## src/design/glos_pkg.sv

```systemverilog
// Shared types and constants for the grid line-of-sight checker.
// Used by the map memory, the line stepper, the top level and the checker.
package glos_pkg;

    localparam int COORD_W = 6;
    localparam int COORD_SPAN = 1 << COORD_W;

    // Item kind codes.
    localparam logic KIND_WRITE = 1'b0;
    localparam logic KIND_QUERY = 1'b1;

    typedef logic [COORD_W-1:0] t_coord;

    typedef enum logic [2:0] {
        ST_INIT,
        ST_IDLE,
        ST_WALK,
        ST_DRAIN,
        ST_RESULT
    } t_state;

    // Status of the line stepper for the sequencer.
    typedef struct packed {
        logic trivial;
        logic first;
        logic last;
    } t_step_stat;

endpackage

```

## src/design/glos_stepper.sv

```systemverilog
// Line stepper: walks the major axis one cell per advance and tracks the rounded
// minor offset with a single shared add and compare. Depends on glos_pkg.
module glos_stepper (
    input  logic                  i_clk,
    input  logic                  i_load,
    input  logic                  i_advance,
    input  glos_pkg::t_coord      i_from_x,
    input  glos_pkg::t_coord      i_from_y,
    input  glos_pkg::t_coord      i_to_x,
    input  glos_pkg::t_coord      i_to_y,
    output glos_pkg::t_coord      o_x,
    output glos_pkg::t_coord      o_y,
    output glos_pkg::t_step_stat  o_stat
);

    localparam int RW = glos_pkg::COORD_W + 2;

    glos_pkg::t_coord r_i;
    glos_pkg::t_coord r_dmaj;
    glos_pkg::t_coord r_m;
    glos_pkg::t_coord r_maj;
    glos_pkg::t_coord r_min;
    logic             r_xmaj;
    logic             r_maj_neg;
    logic             r_min_neg;
    logic [RW-1:0]    r_rem;

    glos_pkg::t_coord adx;
    glos_pkg::t_coord ady;
    logic             x_neg;
    logic             y_neg;
    logic             xmaj;
    logic [RW-1:0]    sum;
    logic [RW-1:0]    two_d;
    logic             carry;

    always_comb begin
        x_neg = i_to_x < i_from_x;
        y_neg = i_to_y < i_from_y;
        adx   = x_neg ? (i_from_x - i_to_x) : (i_to_x - i_from_x);
        ady   = y_neg ? (i_from_y - i_to_y) : (i_to_y - i_from_y);
        xmaj  = !(adx < ady);
        // The remainder holds 2*m*i + D minus 2*D times the current offset.
        sum   = r_rem + {1'b0, r_m, 1'b0};
        two_d = {1'b0, r_dmaj, 1'b0};
        carry = !(sum < two_d);
    end

    always_ff @(posedge i_clk) begin
        if (i_load) begin
            r_i       <= '0;
            r_xmaj    <= xmaj;
            r_dmaj    <= xmaj ? adx : ady;
            r_m       <= xmaj ? ady : adx;
            r_maj     <= xmaj ? i_from_x : i_from_y;
            r_min     <= xmaj ? i_from_y : i_from_x;
            r_maj_neg <= xmaj ? x_neg : y_neg;
            r_min_neg <= xmaj ? y_neg : x_neg;
            r_rem     <= RW'(xmaj ? adx : ady);
        end else if (i_advance) begin
            r_i   <= r_i + glos_pkg::COORD_W'(1);
            r_maj <= r_maj_neg ? (r_maj - glos_pkg::COORD_W'(1))
                               : (r_maj + glos_pkg::COORD_W'(1));
            if (carry) begin
                r_min <= r_min_neg ? (r_min - glos_pkg::COORD_W'(1))
                                   : (r_min + glos_pkg::COORD_W'(1));
                r_rem <= sum - two_d;
            end else begin
                r_rem <= sum;
            end
        end
    end

    always_comb begin
        o_x            = r_xmaj ? r_maj : r_min;
        o_y            = r_xmaj ? r_min : r_maj;
        o_stat.trivial = r_dmaj < glos_pkg::COORD_W'(2);
        o_stat.first   = r_i == '0;
        o_stat.last    = r_i == (r_dmaj - glos_pkg::COORD_W'(1));
    end

endmodule

```

## config.mk

```make
export PLATFORM = sky130hd
export DESIGN_NAME = glos_stepper
export DESIGN_NICKNAME = d
export VERILOG_FILES = /design/src/design/glos_pkg.sv /design/src/design/glos_stepper.sv
export SDC_FILE = /design/constraint.sdc
export NUM_CORES = 1
export LEC_CHECK = 0
export ABC_AREA = 1
export ABC_CLOCK_PERIOD_IN_PS = 4200
export BUFFER_PORTS_ARGS = -buffer_cell sky130_fd_sc_hd__buf_4
export CAP_MARGIN = 40
export CORE_MARGIN = 8
export CORE_UTILIZATION = 61
export DETAILED_ROUTE_END_ITERATION = 10
export PLACE_DENSITY_LB_ADDON = 0.08
export SLEW_MARGIN = 15
export SYNTH_ARGS = -nofsm -noshare
export SYNTH_HDL_FRONTEND = slang
export SYNTH_SLANG_ARGS = --single-unit
```

## constraint.sdc

```tcl
create_clock -name i_clk -period 4.2 [get_ports i_clk]
set_input_delay 1.26 -clock i_clk [delete_from_list [all_inputs] [get_ports i_clk]]
set_output_delay 1.26 -clock i_clk [all_outputs]
set_load 0.01 [all_outputs]
```

# Word-level counts from Yosys, hierarchy flattened
# Index checks and enable logic that the tools add are counted.
# word_totals
n_memories,0
mem_bits_ro,0
latch_bits,0
register_bits,41
wordCells,53
out_inout_bits,15
input_bits,27
ramBits,0
# op_classes
n_mul,0
muxes,21
n_shift,0
n_bitwise,0
n_reduce_logical,4
n_addsub,12
magnitude_cmp,5
eq_ne,2
n_div,0
# op_table
operator,count
2-to-1 mux 6 bit,16
2-to-1 mux 8 bit,3
subtractor 6 bit,4
"adder 6 x 1 -> 6 bit, second input constant",3
< comparator 6 bit,3
"subtractor 6 x 1 -> 6 bit, second input constant",3
adder 8 x 7 -> 8 bit,1
< comparator 8 x 7 -> 1 bit,1
subtractor 8 x 7 -> 8 bit,1
equality test 6 bit,1
logical NOT 6 bit,1
"< comparator 6 x 2 -> 1 bit, second input constant",1
2-to-1 mux 1 bit,2
"inequality test 2 bit, second input constant",1
AND reduction 2 bit,1
nonzero test 2 bit,1
logical NOT 1 bit,1

# Logic depth before layout (Yosys ltp)
# depth
depth_word,5
mapped_depth,21
ltp_nobuf,21

# Least setup slack after synthesis
# OpenSTA, ideal clock, no wires.
# synth_path
path_type,input to register
startpoint,in i_to_y[0]
endpoint,reg r_maj[2] (data pin)
n_path_buf,1
required_ns,3.939
stages,19
slack_ns,0.379
setup_time_ns,0.261
t_arrival_ns,3.560
path_cell_list,inv_1 > ha_1 > inv_1 > fa_1 > inv_1 > nor3_2 > nor2_2 > nand2_2 > nand2_1 > nand2_1 > nand2_1 > inv_2 > ha_1 > a21o_1 > a21oi_2 > nand2_4 > buf_2 > o21ai_0 > o22ai_1
# synth_between
elab_chain_cells,5
elab_cells_between_ends,7
classes_between,add/sub: 2; order compare: 2; mux: 3
# synth_rtl
element,line_no,rtl
from (decl),glos_stepper.sv:10,"input glos_pkg::t_coord i_to_y,"
subtractor 6 bit or < comparator 6 bit (tied branches),"glos_stepper.sv:41, glos_stepper.sv:39",
2-to-1 mux 6 bit (*),glos_stepper.sv:41,ady = y_neg ? (i_from_y - i_to_y) : (i_to_y - i_from_y);
< comparator 6 bit (*),glos_stepper.sv:42,xmaj = !(adx < ady);
2-to-1 mux 6 bit (*),glos_stepper.sv:55,r_maj <= xmaj ? i_from_x : i_from_y;
2-to-1 mux 6 bit (*),glos_stepper.sv:50,if (i_load) begin
to (signal assigned),glos_stepper.sv:55,
to (signal assigned),glos_stepper.sv:62,r_maj <= r_maj_neg ? (r_maj - glos_pkg::COORD_W'(1))
to (decl),glos_stepper.sv:21,glos_pkg::t_coord r_maj;
# Mark *: on every way between the ends. The rest lies on a longest branch, timed or not.
# A chain may end at the register's enable or synchronous reset.

# Final worst setup path
# layout_path
startpoint,in i_to_y[0]
endpoint,reg r_maj[5] (data pin)
# The elaborated chain is that of the path after synthesis.

==> summary by stage <==
Outcome
The run finished with clean final reports.

Clocking
In this run, post-CTS hold repair placed 0 buffers. The number of resized instances in the post-cts repair step is 0. In this run the number of H-tree levels came out at 2.

The clock latency at the later pin of the worst-skew pair is 0.31 ns. Counting the buffers created by CTS gives 5. The number of post-CTS setup repair buffers is 0. The clock root buffer is sky130_fd_sc_hd__clkbuf_8. After clock tree synthesis, the clock-pin slew on the worst setup and hold paths is 0.09 ns. TritonCTS built the clock tree. The number of buffers on the longest clock path is 2. The clock sink count is 40.

Drt
The remaining number of nets flagged by the antenna check after routing is 0. The routed layout has 4054 vias. For this run, design rule violations remaining after detail routing come to 0. Before antenna repair, the detailed router went through 4 iterations.

After detailed routing, the number of vias per cell comes to 5.49. The number of DRC markers in iteration 0 is 295. Dividing the detail-routed wire length by the instance count gives 14.3 µm. After detailed routing, the total wire length is 10600 µm.

Logic synthesis
After synthesis, flip-flops and latches occupy 26.2% of the total area. Among all flip-flop cells after synthesis, the most frequent one is sky130_fd_sc_hd__edfxtp_1. Yosys mapped the design onto 41 distinct sky130hd cell types. Sorting the synthesized cells by how often they occur yields sky130_fd_sc_hd__nand2_1 (135), sky130_fd_sc_hd__inv_1 (96), sky130_fd_sc_hd__ha_1 (50). Synthesis produced a netlist whose cell count is 599. The warning count from the yosys run is 0. By instance count, the leading cell after synthesis is sky130_fd_sc_hd__nand2_1. The average instance in the mapped netlist occupies 7.28 µm². The post-synthesis cell area is 0.00436 mm². The number of nets produced by synthesis is 684. Ranked by total cell area, the synthesized netlist is headed by sky130_fd_sc_hd__edfxtp_1 (23%), sky130_fd_sc_hd__ha_1 (14%), sky130_fd_sc_hd__nand2_1 (12%). Summed over its instances, the top area cell type makes up 23.4% of the synthesized netlist area. Counting flops with an async set or reset pin after synthesis yields a share of 0%. Synthesis inferred 40 register bits. The library cell occupying the most area in the post-synthesis netlist is sky130_fd_sc_hd__edfxtp_1. Yosys mapped a number of flops with a built-in enable equal to 34.

Setup path
The type of the setup path with the least slack is in -> reg. The biggest fanout along the worst timing path is 32. Traced cell by cell, the critical path runs through buf_4, inv_1, ha_1, inv_1, fa_1, inv_1, nor3_2, nor2_2, buf_4, nand2_1, nand2_1, inv_2, ha_1, a21o_1, a21oi_2, nand2_4, buf_12, o21ai_0, o21ai_0. The library cell contributing the largest single delay on the critical path is sky130_fd_sc_hd__fa_1.

In this design, the stage delay of the slowest critical-path cell is 0.45 ns. STA puts the critical path data arrival time at 3.99 ns. The worst setup path is captured at a flop. The nature of the critical path startpoint is a primary input. The most numerous cell type found on the critical path is sky130_fd_sc_hd__inv_1. The required time at the worst-slack endpoint is 4.24 ns.

Global routing
Global routing consumed, over all layers together, 22.0% of the routing resources. The global routing's busiest layer is met2. The via count of the first global-routing pass is 4006. The global routing usage on met2 is 39.7%. Entering global routing, the biggest net connects 37 pins. For this run the aggregate overflow at the end of global routing stands at 0.

In the global route stage, met3 resource usage came out at 3.18%. For this run, global-route usage on met1 was measured as 25.6%. The number of antenna violations at the first check in global routing was 0. The first global-routing pass estimated 18000 µm of wire.

Timing
The final-layout worst hold slack is 0.550 ns. Measured against its own limit, the worst slew margin works out to 60.5%. The hold violation total from the final report is 0. Setup violations remaining at the end of the flow were counted as 0. The worst setup skew after layout is 0.0192 ns.

Subtracting the final worst setup slack from the clock period gives 3.94 ns. Setup slack on the critical path of the routed design comes to 0.255 ns. The max-slew violation count came to 0. The upper clock frequency limit is 253 MHz. The final clock period utilization by the worst path is 93.9%. For the pin with the worst max-slew slack, the measured transition is 0.593 ns. Setup repair after global routing left no endpoint under its margin.

Final layout
After filler insertion, the fill cell instance count of the layout stands at 617. The count of nets after finishing is 724. From synthesis to final layout, the design area changed by 11.9%. The sequential cells in the finished layout cover a total of 0.00114 mm². The count of cells in the finished layout, fillers not included, comes to 739. The fraction of final layout cells sized beyond drive strength 1 is 14.1%. The area of combinational cells with multiple inputs is 0.00276 mm².

After routing the design area is 0.00488 mm². The final antenna diode count is 0.

Placed design
The port buffer count is 41. After detailed placement, the total cell area comes to 0.00477 mm². The wire-length estimate of the detail-placed layout is 8670 µm. Timing analysis after detailed placement gives a worst setup slack of -0.0868 ns.

The congestion estimate from routability-driven global placement came to 0.926. The number of cells in the design after placement is 731.

Floorplanning
Once the floorplan was initialized, standard cells occupied 61.4% of the core. The die is 101 µm wide. The die covers 0.0101 mm². In this run the vertical extent of the chip is 101 µm. In this run the core area contains 31 standard-cell rows. For this design the top-level I/O count stands at 42. The floorplan step defined a core boundary enclosing 0.00710 mm².

Power
In this run the static leakage power is 2.47 nW. The peak ir drop on the vdd network is 344 µV. Dividing total power by cell area gives a power density of 776 mW/mm².

Hold path
The path type of the worst min-delay path is reg -> reg.

Run
The max-cap check violation count is 0.
worst paths after layout:
kind	end	start	slack, ns	depth (start not counted)
max	r_maj[5]	i_to_y[0]	0.26	19
min reg2reg	r_i[3]	r_i[3]	0.55	2
min	r_i[3]	r_i[3]	0.55	2
max reg2reg	r_min[2]	r_m[0]	1.03	13
through the flow:
step,util (%),TNS (ns),total power [mW]
2_1_floorplan,-,0,2.82
3_3_place_gp,67.2,0,3.37
3_5_place_dp,67.2,-0.171,3.45
4_1_cts,68.8,0,3.78
5_1_grt,68.8,0,4.17
6_report,68.8,0,3.79
sequential cells by signal (all words and copies together), names as in the netlist:
register / cells
r_rem: 7
r_dmaj: 6
r_i: 6
r_m: 6
r_maj: 6
r_min: 6
r_maj_neg: 1
r_min_neg: 1
r_xmaj: 1
kinds of logic (layout without fill, tap and decap cells):
kind of cell             Yosys count  in the layout  share of synthesized area (%)
buffers and inverters            117            158                           10.7
XOR/XNOR                          27             27                           5.42
AO/OA/AOI/OAI                     98             98                           12.6
adder cells (fa/ha/maj)           58             58                           18.0
flip-flops                        40             40                           26.2
AND/OR/NAND/NOR                  259            259                           27.1
layout make-up:
class                   count  share of cell area (%)
flip-flops and latches     40                    23.4
clock buffers               6                    1.92
inverters                 104                    8.02
multi-input cells         442                    56.4
clock inverters             2                   0.359
well taps                  99                    2.54
repair buffers             46                    7.33
report_power, final:
group          internal, mW  switching [mW]
Sequential            0.685           0.135
Combinational          1.09            1.58
Clock                 0.155           0.150
critical path: cells and delay by family:
| kind | cells | cell delay (ns) |
|---|---|---|
| AOI/OAI and AO/OA | 4 | 0.78 |
| adders and majority gates | 3 | 0.81 |
| buffers and inverters | 7 | 0.70 |
| and+or+nand+nor | 5 | 0.44 |
metal layers:
layer,wire [µm],part of all wire [%]
met1,4630,44
met2,5200,49
met3,493,4.7
met4,252,2.4
met5,0,0
placed cells by master, fill, tap and decap left out, types with 3 or more instances in the layout:
cell	n
sky130_fd_sc_hd__xor2_1	11
sky130_fd_sc_hd__o21ai_2	3
sky130_fd_sc_hd__nor3_1	7
sky130_fd_sc_hd__nand2_2	12
sky130_fd_sc_hd__and2_1	5
sky130_fd_sc_hd__buf_4	45
sky130_fd_sc_hd__inv_1	96
sky130_fd_sc_hd__o21ai_1	17
sky130_fd_sc_hd__ha_1	50
sky130_fd_sc_hd__nand3_1	43
sky130_fd_sc_hd__clkbuf_8	5
sky130_fd_sc_hd__inv_2	6
sky130_fd_sc_hd__o21ai_0	28
sky130_fd_sc_hd__nand3_2	4
sky130_fd_sc_hd__nor2_1	30
sky130_fd_sc_hd__dfxtp_1	6
sky130_fd_sc_hd__edfxtp_1	34
sky130_fd_sc_hd__fa_1	8
sky130_fd_sc_hd__xnor2_1	16
sky130_fd_sc_hd__nor2_2	3
sky130_fd_sc_hd__nand2_1	135
sky130_fd_sc_hd__nand4_1	12
sky130_fd_sc_hd__a21oi_1	36
No activity file was read; power rests on OpenSTA's default activity.
